## config.mk

```make
export PLATFORM = sky130hd
export DESIGN_NAME = rms_current_meter
export DESIGN_NICKNAME = d
export VERILOG_FILES = /design/src/sv/rcm_pkg.sv /design/src/sv/rcm_accum.sv /design/src/sv/rcm_iter.sv /design/src/sv/rms_current_meter.sv
export SDC_FILE = /design/constraint.sdc
export NUM_CORES = 2
export LEC_CHECK = 0
export BUFFER_PORTS_ARGS = -buffer_cell sky130_fd_sc_hd__buf_2
export CAP_MARGIN = 0
export CORE_ASPECT_RATIO = 0.6
export CORE_MARGIN = 2
export CORE_UTILIZATION = 66
export DETAILED_ROUTE_END_ITERATION = 7
export PLACE_DENSITY = 0.82
export SLEW_MARGIN = 20
export SYNTH_ARGS = -nofsm -noshare
export SYNTH_HDL_FRONTEND = slang
export SYNTH_SLANG_ARGS = --single-unit
```

## constraint.sdc

```tcl
create_clock -name i_clk -period 12.9 [get_ports i_clk]
set_clock_uncertainty 0.15 [all_clocks]
set_input_delay 3.87 -clock i_clk [delete_from_list [all_inputs] [get_ports i_clk]]
set_output_delay 3.87 -clock i_clk [all_outputs]
set_load 0.01 [all_outputs]
```

## src/sv/rcm_pkg.sv

```systemverilog
// rcm_pkg: shared constants, register codes and control types for the RMS current meter.
// No dependencies.

package rcm_pkg;

    localparam int ADC_BITS_DEF     = 12;
    localparam int OFFSET_SHIFT_DEF = 10;
    localparam int OFFSET_FRAC_DEF  = 20;
    localparam int COUNT_BITS_DEF   = 16;

    localparam int CFG_W     = 16;
    localparam int CFG_IDX_W = 2;

    localparam logic [CFG_W-1:0] SAMPLE_COUNT_RST = 16'd1048;
    localparam logic [CFG_W-1:0] ICAL_GAIN_RST    = 16'd23270;

    localparam int RMS_W       = 20;
    localparam int MA_W        = 16;
    localparam int M_DATA_W    = 40;
    localparam int VREF_W      = 12;
    localparam int SCALE_SHIFT = 28;

    localparam logic [VREF_W-1:0] VREF_MV = 12'd3300;
    localparam logic [RMS_W-1:0]  RMS_MAX = 20'hFFFFF;
    localparam logic [MA_W-1:0]   MA_MAX  = 16'hFFFF;

    typedef enum logic [CFG_IDX_W-1:0] {
        CFG_SAMPLE_COUNT = 2'd0,
        CFG_ICAL_GAIN    = 2'd1
    } t_cfg_idx;

    typedef struct packed {
        logic load;
        logic square;
        logic accum;
        logic clear;
    } t_acc_ctl;

endpackage

```

## src/sv/rcm_accum.sv

```systemverilog
// rcm_accum: DC offset tracker, offset-removed square and square accumulator.
// Depends on rcm_pkg (t_acc_ctl).

module rcm_accum
    import rcm_pkg::*;
#(
    parameter int ADC_BITS     = ADC_BITS_DEF,
    parameter int OFFSET_SHIFT = OFFSET_SHIFT_DEF,
    parameter int OFFSET_FRAC  = OFFSET_FRAC_DEF,
    parameter int COUNT_BITS   = COUNT_BITS_DEF
) (
    input  logic                                    i_clk,
    input  logic                                    i_rst_n,
    input  t_acc_ctl                                i_ctl,
    input  logic [ADC_BITS-1:0]                     i_sample,
    output logic [2*(ADC_BITS+8)+COUNT_BITS-1:0]    o_sum
);

    localparam int OFF_W = ADC_BITS + OFFSET_FRAC;
    localparam int MAG_W = ADC_BITS + 8;
    localparam int SQ_W  = 2 * MAG_W;
    localparam int SUM_W = SQ_W + COUNT_BITS;
    localparam logic [OFF_W-1:0] OFF_RST = {1'b1, {(OFF_W-1){1'b0}}};

    logic [OFF_W-1:0]        r_off;
    logic [OFF_W-1:0]        n_off;
    logic [OFF_W-1:0]        r_s;
    logic [OFF_W-1:0]        s_in;
    logic signed [OFF_W:0]   diff;
    logic signed [OFF_W:0]   step;
    logic [OFF_W-1:0]        mag_full;
    logic [MAG_W-1:0]        mag;
    logic [SQ_W-1:0]         r_sq;
    logic [SUM_W-1:0]        r_sum;

    // floor step toward the sample: arithmetic shift of the signed difference
    always_comb begin
        s_in  = {i_sample, {OFFSET_FRAC{1'b0}}};
        diff  = $signed({1'b0, s_in}) - $signed({1'b0, r_off});
        step  = diff >>> OFFSET_SHIFT;
        n_off = r_off + step[OFF_W-1:0];
    end

    always_comb begin
        mag_full = (r_s >= r_off) ? (r_s - r_off) : (r_off - r_s);
        mag      = mag_full[OFF_W-1 -: MAG_W];
    end

    always_ff @(posedge i_clk) begin
        if (!i_rst_n) begin
            r_off <= OFF_RST;
            r_sum <= '0;
        end else begin
            if (i_ctl.load) begin
                r_off <= n_off;
            end
            if (i_ctl.clear) begin
                r_sum <= '0;
            end else if (i_ctl.accum) begin
                r_sum <= r_sum + SUM_W'(r_sq);
            end
        end
    end

    always_ff @(posedge i_clk) begin
        if (i_ctl.load) begin
            r_s <= s_in;
        end
        if (i_ctl.square) begin
            r_sq <= mag * mag;
        end
    end

    assign o_sum = r_sum;

endmodule

```

## src/sv/rcm_iter.sv

```systemverilog
// rcm_iter: restoring divide then digit-by-digit square root on one shared subtractor.
// No package dependency.

module rcm_iter #(
    parameter int SUM_W = 56,
    parameter int DIV_W = 16,
    parameter int MAG_W = 20
) (
    input  logic             i_clk,
    input  logic             i_rst_n,
    input  logic             i_start,
    input  logic [SUM_W-1:0] i_dividend,
    input  logic [DIV_W-1:0] i_divisor,
    output logic             o_done,
    output logic [MAG_W-1:0] o_root
);

    localparam int SQ_W   = 2 * MAG_W;
    localparam int RS_W   = MAG_W + 1;
    localparam int ALU_W  = (DIV_W + 1 > MAG_W + 3) ? DIV_W + 1 : MAG_W + 3;
    localparam int STEP_W = $clog2(SUM_W + 1);

    typedef enum logic [2:0] {
        P_IDLE = 3'b001,
        P_DIV  = 3'b010,
        P_SQRT = 3'b100
    } t_phase;

    t_phase              r_state;
    logic [STEP_W-1:0]   r_step;
    logic [SUM_W-1:0]    r_quo;
    logic [DIV_W-1:0]    r_rem_d;
    logic [DIV_W-1:0]    r_div;
    logic [SQ_W-1:0]     r_rad;
    logic [MAG_W-1:0]    r_root;
    logic [RS_W-1:0]     r_rem_s;

    logic [ALU_W-1:0]    alu_a;
    logic [ALU_W-1:0]    alu_b;
    logic [ALU_W:0]      alu_diff;
    logic                alu_ge;

    // shared compare/subtract unit
    always_comb begin
        unique case (r_state)
            P_DIV: begin
                alu_a = ALU_W'({r_rem_d, r_quo[SUM_W-1]});
                alu_b = ALU_W'(r_div);
            end
            P_SQRT: begin
                alu_a = ALU_W'({r_rem_s, r_rad[SQ_W-1 -: 2]});
                alu_b = ALU_W'({r_root, 2'b01});
            end
            default: begin
                alu_a = '0;
                alu_b = '0;
            end
        endcase
        alu_diff = {1'b0, alu_a} - {1'b0, alu_b};
        alu_ge   = !alu_diff[ALU_W];
    end

    assign o_done = (r_state == P_SQRT) && (r_step == '0);
    assign o_root = r_root;

    always_ff @(posedge i_clk) begin
        if (!i_rst_n) begin
            r_state <= P_IDLE;
            r_step  <= '0;
        end else begin
            unique case (r_state)
                P_IDLE: begin
                    if (i_start) begin
                        r_state <= P_DIV;
                        r_step  <= STEP_W'(SUM_W);
                    end
                end
                P_DIV: begin
                    if (r_step == '0) begin
                        r_state <= P_SQRT;
                        r_step  <= STEP_W'(MAG_W);
                    end else begin
                        r_step <= r_step - 1'b1;
                    end
                end
                P_SQRT: begin
                    if (r_step == '0) begin
                        r_state <= P_IDLE;
                    end else begin
                        r_step <= r_step - 1'b1;
                    end
                end
                default: begin
                    r_state <= P_IDLE;
                end
            endcase
        end
    end

    always_ff @(posedge i_clk) begin
        if (r_state == P_IDLE && i_start) begin
            r_quo   <= i_dividend;
            r_rem_d <= '0;
            r_div   <= i_divisor;
        end else if (r_state == P_DIV) begin
            if (r_step == '0) begin
                // a mean past the root range clamps, so the root reads all ones
                r_rad   <= (|r_quo[SUM_W-1:SQ_W]) ? '1 : r_quo[SQ_W-1:0];
                r_root  <= '0;
                r_rem_s <= '0;
            end else begin
                r_rem_d <= alu_ge ? alu_diff[DIV_W-1:0] : alu_a[DIV_W-1:0];
                r_quo   <= {r_quo[SUM_W-2:0], alu_ge};
            end
        end else if (r_state == P_SQRT && r_step != '0) begin
            r_rem_s <= alu_ge ? alu_diff[RS_W-1:0] : alu_a[RS_W-1:0];
            r_root  <= {r_root[MAG_W-2:0], alu_ge};
            r_rad   <= {r_rad[SQ_W-3:0], 2'b00};
        end
    end

`ifndef ASSERT_OFF
    a_start_idle: assert property (@(posedge i_clk) disable iff (!i_rst_n)
        i_start |-> (r_state == P_IDLE))
        else $error("rcm_iter: start while busy");

    a_div_rem: assert property (@(posedge i_clk) disable iff (!i_rst_n)
        (r_state == P_DIV) |-> (r_rem_d < r_div))
        else $error("rcm_iter: divide remainder not below divisor");

    a_sqrt_rem: assert property (@(posedge i_clk) disable iff (!i_rst_n)
        (r_state == P_SQRT) |-> ({1'b0, r_rem_s} <= {1'b0, r_root, 1'b0}))
        else $error("rcm_iter: root remainder out of range");
`endif

endmodule

```

## src/sv/rms_current_meter.sv

```systemverilog
// rms_current_meter: top level, sequencer, config registers, scaling and output register.
// Depends on rcm_pkg, rcm_accum, rcm_iter.
//
//  channel  | dir | handshake                       | payload
//  ---------+-----+---------------------------------+-------------------------------------
//  cfg      | in  | i_cfg_valid / o_cfg_ready       | i_cfg_index, i_cfg_data (16 bits)
//  s_axis   | in  | s_axis_tvalid / s_axis_tready   | sample
//  m_axis   | out | m_axis_tvalid / m_axis_tready   | rms_counts, current_ma
//
// A sample that does not close a block passes S_SQR and S_ACC; s_axis_tready is high in S_IDLE.
// The closing sample also passes S_START, S_ROOT, S_MUL1, S_MUL2 and S_OUT; S_ROOT waits on the
// one-bit-per-cycle divider and two-bits-per-cycle root sharing one subtractor in rcm_iter.
// Synchronous active-low reset; no clearing pass. A pending result waits in the output register
// while the next sample is taken; a stalled m_axis holds the next block's result in S_OUT.

module rms_current_meter
    import rcm_pkg::*;
#(
    parameter int ADC_BITS     = ADC_BITS_DEF,
    parameter int OFFSET_SHIFT = OFFSET_SHIFT_DEF,
    parameter int OFFSET_FRAC  = OFFSET_FRAC_DEF,
    parameter int COUNT_BITS   = COUNT_BITS_DEF
) (
    input  logic                                 i_clk,
    input  logic                                 i_rst_n,
    input  logic                                 i_cfg_valid,
    output logic                                 o_cfg_ready,
    input  logic [CFG_IDX_W-1:0]                 i_cfg_index,
    input  logic [CFG_W-1:0]                     i_cfg_data,
    input  logic                                 s_axis_tvalid,
    output logic                                 s_axis_tready,
    input  logic [((ADC_BITS+7)/8)*8-1:0]        s_axis_tdata,   // sample
    output logic                                 m_axis_tvalid,
    input  logic                                 m_axis_tready,
    output logic [M_DATA_W-1:0]                  m_axis_tdata    // rms_counts, current_ma
);

    localparam int MAG_W = ADC_BITS + 8;
    localparam int SQ_W  = 2 * MAG_W;
    localparam int SUM_W = SQ_W + COUNT_BITS;
    localparam int EC_W  = (COUNT_BITS > CFG_W) ? COUNT_BITS : CFG_W;
    localparam int RX_W  = (MAG_W > RMS_W) ? MAG_W : RMS_W;
    localparam int P1_W  = RMS_W + CFG_W;
    localparam int P2_W  = P1_W + VREF_W;
    localparam int MF_W  = P2_W - SCALE_SHIFT;
    localparam logic [EC_W-1:0] CNT_MAX = EC_W'((1 << COUNT_BITS) - 1);

    typedef enum logic [7:0] {
        S_IDLE  = 8'b0000_0001,
        S_SQR   = 8'b0000_0010,
        S_ACC   = 8'b0000_0100,
        S_START = 8'b0000_1000,
        S_ROOT  = 8'b0001_0000,
        S_MUL1  = 8'b0010_0000,
        S_MUL2  = 8'b0100_0000,
        S_OUT   = 8'b1000_0000
    } t_state;

    t_state                r_state;
    t_state                n_state;
    logic [COUNT_BITS-1:0] r_seen;
    logic [COUNT_BITS-1:0] n_seen;
    logic [CFG_W-1:0]      r_sample_count;
    logic [CFG_W-1:0]      r_ical;
    logic [RMS_W-1:0]      r_rms;
    logic [P1_W-1:0]       r_prod1;
    logic [P2_W-1:0]       r_prod2;
    logic                  r_m_valid;
    logic [RMS_W-1:0]      r_o_rms;
    logic [MA_W-1:0]       r_o_ma;

    t_acc_ctl              acc_ctl;
    logic [SUM_W-1:0]      acc_sum;
    logic                  iter_start;
    logic                  iter_done;
    logic [MAG_W-1:0]      iter_root;
    logic [EC_W-1:0]       sc_x;
    logic [EC_W-1:0]       eff_x;
    logic [COUNT_BITS-1:0] eff_cnt;
    logic [COUNT_BITS-1:0] seen_inc;
    logic [RX_W-1:0]       root_x;
    logic [RMS_W-1:0]      rms_sat;
    logic [MF_W-1:0]       ma_full;
    logic [MA_W-1:0]       ma_sat;
    logic                  out_free;
    logic                  blk_end;

    assign o_cfg_ready   = 1'b1;
    assign s_axis_tready = (r_state == S_IDLE);
    assign m_axis_tvalid = r_m_valid;
    assign m_axis_tdata  = {{(M_DATA_W-RMS_W-MA_W){1'b0}}, r_o_ma, r_o_rms};
    assign out_free      = !r_m_valid || m_axis_tready;

    // config registers
    always_ff @(posedge i_clk) begin
        if (!i_rst_n) begin
            r_sample_count <= SAMPLE_COUNT_RST;
            r_ical         <= ICAL_GAIN_RST;
        end else if (i_cfg_valid && o_cfg_ready) begin
            unique case (t_cfg_idx'(i_cfg_index))
                CFG_SAMPLE_COUNT: r_sample_count <= i_cfg_data;
                CFG_ICAL_GAIN:    r_ical         <= i_cfg_data;
                default: ;
            endcase
        end
    end

    // zero count acts as one, large counts clamp to the counter range
    always_comb begin
        sc_x     = EC_W'(r_sample_count);
        eff_x    = (sc_x == '0) ? EC_W'(1) : ((sc_x > CNT_MAX) ? CNT_MAX : sc_x);
        eff_cnt  = eff_x[COUNT_BITS-1:0];
        seen_inc = r_seen + 1'b1;
        blk_end  = (seen_inc >= eff_cnt);
    end

    always_comb begin
        acc_ctl.load   = s_axis_tvalid && s_axis_tready;
        acc_ctl.square = (r_state == S_SQR);
        acc_ctl.accum  = (r_state == S_ACC);
        acc_ctl.clear  = (r_state == S_START);
        iter_start     = (r_state == S_START);
    end

    always_comb begin
        root_x  = RX_W'(iter_root);
        rms_sat = (root_x > RX_W'(RMS_MAX)) ? RMS_MAX : root_x[RMS_W-1:0];
        ma_full = r_prod2[P2_W-1:SCALE_SHIFT];
        ma_sat  = (ma_full > MF_W'(MA_MAX)) ? MA_MAX : ma_full[MA_W-1:0];
    end

    always_comb begin
        n_state = r_state;
        n_seen  = r_seen;
        unique case (r_state)
            S_IDLE:  if (acc_ctl.load) n_state = S_SQR;
            S_SQR:   n_state = S_ACC;
            S_ACC: begin
                if (blk_end) begin
                    n_seen  = '0;
                    n_state = S_START;
                end else begin
                    n_seen  = seen_inc;
                    n_state = S_IDLE;
                end
            end
            S_START: n_state = S_ROOT;
            S_ROOT:  if (iter_done) n_state = S_MUL1;
            S_MUL1:  n_state = S_MUL2;
            S_MUL2:  n_state = S_OUT;
            S_OUT:   if (out_free) n_state = S_IDLE;
            default: n_state = S_IDLE;
        endcase
    end

    always_ff @(posedge i_clk) begin
        if (!i_rst_n) begin
            r_state   <= S_IDLE;
            r_seen    <= '0;
            r_m_valid <= 1'b0;
        end else begin
            r_state <= n_state;
            r_seen  <= n_seen;
            if (r_state == S_OUT && out_free) begin
                r_m_valid <= 1'b1;
            end else if (m_axis_tready) begin
                r_m_valid <= 1'b0;
            end
        end
    end

    always_ff @(posedge i_clk) begin
        if (r_state == S_ROOT && iter_done) begin
            r_rms <= rms_sat;
        end
        if (r_state == S_MUL1) begin
            r_prod1 <= r_rms * r_ical;
        end
        if (r_state == S_MUL2) begin
            r_prod2 <= r_prod1 * VREF_MV;
        end
        if (r_state == S_OUT && out_free) begin
            r_o_rms <= r_rms;
            r_o_ma  <= ma_sat;
        end
    end

    rcm_accum #(
        .ADC_BITS     (ADC_BITS),
        .OFFSET_SHIFT (OFFSET_SHIFT),
        .OFFSET_FRAC  (OFFSET_FRAC),
        .COUNT_BITS   (COUNT_BITS)
    ) u_accum (
        .i_clk    (i_clk),
        .i_rst_n  (i_rst_n),
        .i_ctl    (acc_ctl),
        .i_sample (s_axis_tdata[ADC_BITS-1:0]),
        .o_sum    (acc_sum)
    );

    rcm_iter #(
        .SUM_W (SUM_W),
        .DIV_W (COUNT_BITS),
        .MAG_W (MAG_W)
    ) u_iter (
        .i_clk      (i_clk),
        .i_rst_n    (i_rst_n),
        .i_start    (iter_start),
        .i_dividend (acc_sum),
        .i_divisor  (eff_cnt),
        .o_done     (iter_done),
        .o_root     (iter_root)
    );

`ifndef ASSERT_OFF
    a_sum_cleared: assert property (@(posedge i_clk) disable iff (!i_rst_n)
        (r_state == S_START) |=> (acc_sum == '0))
        else $error("rms_current_meter: accumulator not cleared at block end");

    a_done_in_root: assert property (@(posedge i_clk) disable iff (!i_rst_n)
        iter_done |-> (r_state == S_ROOT))
        else $error("rms_current_meter: root unit done outside wait state");

    a_seen_clear: assert property (@(posedge i_clk) disable iff (!i_rst_n)
        (r_state == S_ROOT) |-> (r_seen == '0))
        else $error("rms_current_meter: sample counter not cleared during root");
`endif

endmodule

```

======== After elaboration in Yosys (flattened, before gate mapping) ========
Index checks and enable logic that the tools add are counted.
cells by class
  order comparisons ....................... 5
  multiplexer cells ....................... 36
  equal/unequal tests ..................... 20
  reduce and logical (&&, ||, !) cells .... 27
  bitwise logic cells ..................... 3
  multipliers ............................. 3
  $add $sub $neg .......................... 8
operators with widths
  operator                count
  $mux 56                 3
  $mux 40                 4
  $mux 21                 4
  $mux 16                 4
  $pmux 8 s8              1
  $sub 32x32->32          2
  $mux 20                 3
  $add 56x40->56          1
  $mul 36x10->46 const B  1
  $pmux 23 s2             1
  $pmux 22 s2             1
  $mul 20x20->40          1
  $mul 20x16->36          1
  $sub 32x32->33          1
  $add 32x32->32          1
  $ge 32x32->1            1
  $mux 32                 1
  $mux 8                  3
  $sub 23x22->24          1
  $gt 20x16->1 const B    1
  $gt 20x20->1 const B    1
  $mux 6                  3
  $pmux 6 s3              1
  $add 16x1->16 const B   1
  other kinds (35)        60
storage, ports and cells
  input bits .............................. 39
  output and inout port bits .............. 43
  register bits after elaboration ......... 513
  word-level logic and storage cells ...... 124

======== Logic depth before layout (Yosys ltp) ========
  depth in word-level cells ............... 7
  mapped depth ............................ 40
  depth with buffers taken out ............ 39

======== Hierarchy ========
A second synthesis with hierarchy kept.
unflattened totals
  cells, all modules ...................... 5665
  area total of the unflattened synthesis .. 53662.7 um2
modules (own cells, without submodules)
  module             cells an instance  seq. area each (um2)  times used  area an instance (um2)
  rms_current_meter  2345               4504.3                1           23064.6
  rcm_accum          2472               3293.2                1           21854.7
  rcm_iter           848                5094.9                1           8743.4

======== Worst setup path after synthesis ========
Ideal clock, no wire load.
  path type ............................... register to register
  start point ............................. register u_accum.r_off[1]
  end point ............................... register u_accum.r_sq[32] (data pin)
  arrival time ............................ 9547 ps
  period minus slack after synthesis ...... 9960 ps
  data required time ...................... 12487 ps
  stages on the path, launching flop included .. 37
  path buffers ............................ 2
  setup time .............................. 263 ps
  slack ................................... 2940 ps
  path through ............................ dfxtp_1 > or4_4 > or4b_1 > buf_2 > nor3_4 > nand2_1 > or3_1 > or3_4 > or2_0 > and2_4 > xor2_2 > clkinv_2 > buf_6 > nor2_1 > fa_1 > inv_1 > fa_1 > fa_1 > fa_1 > inv_1 > fa_1 > fa_1 > inv_1 > fa_1 > inv_1 > ha_1 > a21oi_1 > o21ai_0 > a2111oi_0 > o21bai_1 > a221o_1 > a31o_2 > a2111oi_2 > a2bb2oi_1 > nand2b_1 > a21oi_1 > xnor2_1
on the way
  word-level cells in the longest chain between the ends .. 3
  elaborated cells on any way between the ends .. 5
  classes of those cells .................. 2 x add/sub; 1 x mul; 1 x order compare; 1 x mux
RTL lines
  item                                                   line             source
  start, declared                                        rcm_accum.sv:25  logic [OFF_W-1:0] r_off;
  start signal, assigned                                 rcm_accum.sv:55  r_off <= n_off;
  $sub 32x32->32 / $ge 32x32->1 (equally long branches)  rcm_accum.sv:45  mag_full = (r_s >= r_off) ? (r_s - r_off) : (r_off - r_s);
  $mux 32 (*)                                            rcm_accum.sv:45
  $mul 20x20->40 (*)                                     rcm_accum.sv:70  r_sq <= mag * mag;
  end signal, assigned                                   rcm_accum.sv:70
  end, declared                                          rcm_accum.sv:33  logic [SQ_W-1:0] r_sq;
Every way passes the cells marked *; elsewhere a longest branch is shown, timed or not.
A chain may end at the register's enable or synchronous reset.

======== Worst setup path after layout ========
  start point ............................. register u_accum.r_off[20]
  end point ............................... register u_accum.r_sq[32] (data pin)
Same word-level chain as after synthesis.

==> reports/qor.csv <==
stage,metric,value,unit
finish,FF+latch area,12900,sq um
synthesis,largest area contributor in the netlist,fa_1,
global_routing,first-pass GRT wire length,212,mm
setup_path,Crit. path cell count,36,
detailed_routing,DR vias,39300,
die,Chip Width,367,um
clock_network,CTS tree,built,
setup_path,worst endpoint required time,13120,ps
global_routing,vias in the first global route,40200,
synthesis,Synth cell types,95,
setup_path,Worst setup EP type,flip-flop,
clock_network,post_cts resized,0,
global_routing,total grt overflow,0,
synthesis,Ys Warns,0,
place,RD Place Congestion,1.00,
die,row count,79,
global_routing,gr usage total,0.325,
detailed_routing,Remaining DRCs,0,
die,core region area,77900,sq um
synthesis,register area share after synthesis,0.247,
timing,Final Cycle Share,0.880,
synthesis,synthesized area per cell,9.36,sq um
global_routing,largest net degree at the start of global routing,82,
synthesis,Seq cells post-synth,486,
synthesis,Mapped Cells,5573,
clock_network,H-tree levels,2,
place,Final HPWL DP,100,mm
die,I/O Pins,82,
finish,"most common cell after layout, fill and taps aside",inv_1,
setup_path,WP buf/inv,8,
synthesis,ys flop type,edfxtp_1,
setup_path,"Data arrival, critical path",11570,ps
clock_network,clk_lat worst skew,630,ps
detailed_routing,DR WL/cell,19.3,um
timing,final setup TNS,0,ps
clock_network,CTS Sinks,486,
setup_path,"Top cell by count, worst path",fa_1,
global_routing,initial antenna violation count,5,
detailed_routing,post-route ant nets,0,
run_status,status,completed,
worst_hold_path,HP Class,reg2reg,
clock_network,CTS buffer count,48,
setup_path,CP Max Fanout,17,
timing,# setup viols final,0,
timing,Worst slew margin,0.215,
timing,maximum clock rate,88.1,MHz
timing,worst slew pin tran,1170,ps
clock_network,CTS root buffer,clkbuf_16,
clock_network,clock buffer depth,3,
setup_path,CP max stage cell,o21a_1,
synthesis,Syn Std Cell Area,52200,sq um
finish,Synth-to-Final Area Change,5.88,%
job,max_cap viols,0,
synthesis,share of the synthesized area in the top cell type,0.254,
clock_network,hold buffers post-CTS,0,
place,port bufs,72,
finish,share of cells above drive strength 1,0.0508,
die,Starting Density,0.670,
detailed_routing,vias per inst,5.93,
timing,RSZ-0062 raised after global routing,false,
detailed_routing,drt first pass iters,8,
finish,"commonest cells after routing, fill and taps aside","904 x inv_1, 761 x nand2_1, 661 x fa_1, 538 x ha_1, 384 x nor2_1",
detailed_routing,total wire length,128,mm
clock_network,clk slew on worst S/H paths,60,ps
die,Die Y,222,um
setup_path,CP Class,reg2reg,
synthesis,Async SR Flop Fraction,0,
finish,Fill cells,5670,
finish,multi-input logic area,35000,sq um
synthesis,Area contributors post-synth,"fa_1 25%, edfxtp_1 18%, ha_1 13%",
clock_network,"Setup Fix Bufs, Post-CTS",0,
setup_path,CP Launch Type,flip-flop,
synthesis,number of synthesized flops with an enable pin,316,
timing,Pins Over Slew Limit,0,
detailed_routing,1st-iter DRT viols,3863,
finish,Final nets,6768,
die,die area,81400,sq um
worst_hold_path,hold depth,2,
setup_path,critical path's largest stage delay,610,ps
setup_path,family with the most delay on the worst path,adder cells,
timing,minimum clock period after layout,11350,ps
timing,final hold vios,0,
finish,final core occ,0.709,
setup_path,Reg2Reg Depth,36,
## synthesized netlist by cell type, drive strengths merged, types with 25 or more instances
library cell  instances
inv                 914
nand2               767
fa                  661
ha                  538
nor2                389
a21oi               320
edfxtp              316
clkbuf              195
dfxtp               170
xnor2               153
o21ai               152
and2                141
a21o                 95
xor2                 73
nand3                70
nand2b               50
nor3                 49
nor2b                39
buf                  32
o21a                 30
a211oi               29
and3                 29
nand4                29
a31oi                26
a22o                 25
or3                  25
## registers in the layout (all words and copies together) (netlist names), 21 cells and up
register	count
u_accum.o_sum	56
u_iter.r_quo	56
u_iter.r_rad	40
u_accum.r_sq	39
r_prod1	36
u_accum.r_off	32
u_iter.r_rem_s	21
## worst register-to-register path, delay by kind of cell, from the launching register on
family / cells / cell delay [ps]
adder cells (fa/ha/maj): 10 / 4460
AO/OA/AOI/OAI: 11 / 3960
buffers and inverters: 8 / 1100
AND/OR/NAND/NOR: 5 / 860
flip-flops: 1 / 370
XOR/XNOR: 2 / 220
## per-layer routing
metal	wire length, um	up-vias	track usage
li1	-	18000	-
met1	57800	19200	0.505
met2	52000	1900	0.454
met3	15700	217	0.0878
met4	2590	4	0.0690
met5	34	-	0
## final timing paths
| path | start | endpoint | slack [ps] |
|---|---|---|---|
| hold reg to reg | u_iter.r_rem_d[2] | u_iter.r_rem_d[2] | 300 |
| setup / recovery | u_accum.r_off[20] | u_accum.r_sq[32] | 1550 |
| setup reg to reg | u_accum.r_off[20] | u_accum.r_sq[32] | 1550 |
| hold / removal | u_iter.r_rem_d[2] | u_iter.r_rem_d[2] | 300 |
## logic make-up after synthesis
family | Yosys count | share of synthesized area
compound gates | 828 | 0.100
xor+xnor | 226 | 0.0382
fa+ha+maj | 1199 | 0.383
buf+inv | 1145 | 0.0835
flops | 486 | 0.247
mux | 21 | 0.00436
other cells | 2 | 0.000144
simple gates | 1666 | 0.144
## through the flow
stage / cells / setup slack (ps) / hold WS [ps] / area (sq um)
floorplan: 5576 / 2940 / 275 / 52200
global placement: 6533 / 1910 / 284 / 53500
detailed placement: 6533 / 1700 / 293 / 53500
CTS: 6623 / 1660 / 308 / 55200
global route: 6623 / 964 / 329 / 55200
finish: 6625 / 1550 / 302 / 55200
## final cells by class
cell class | count | area share
antenna | 2 | 0.0000906
clock buffer | 55 | 0.0226
clock inverter | 35 | 0.00904
inverter | 918 | 0.0624
multi-input combinational | 3945 | 0.634
sequential | 486 | 0.233
tap | 1053 | 0.0238
timing repair buffer | 131 | 0.0146
Power is not shown: default switching activity piles up to over one toggle a cycle in this logic, so the estimate is an artifact.
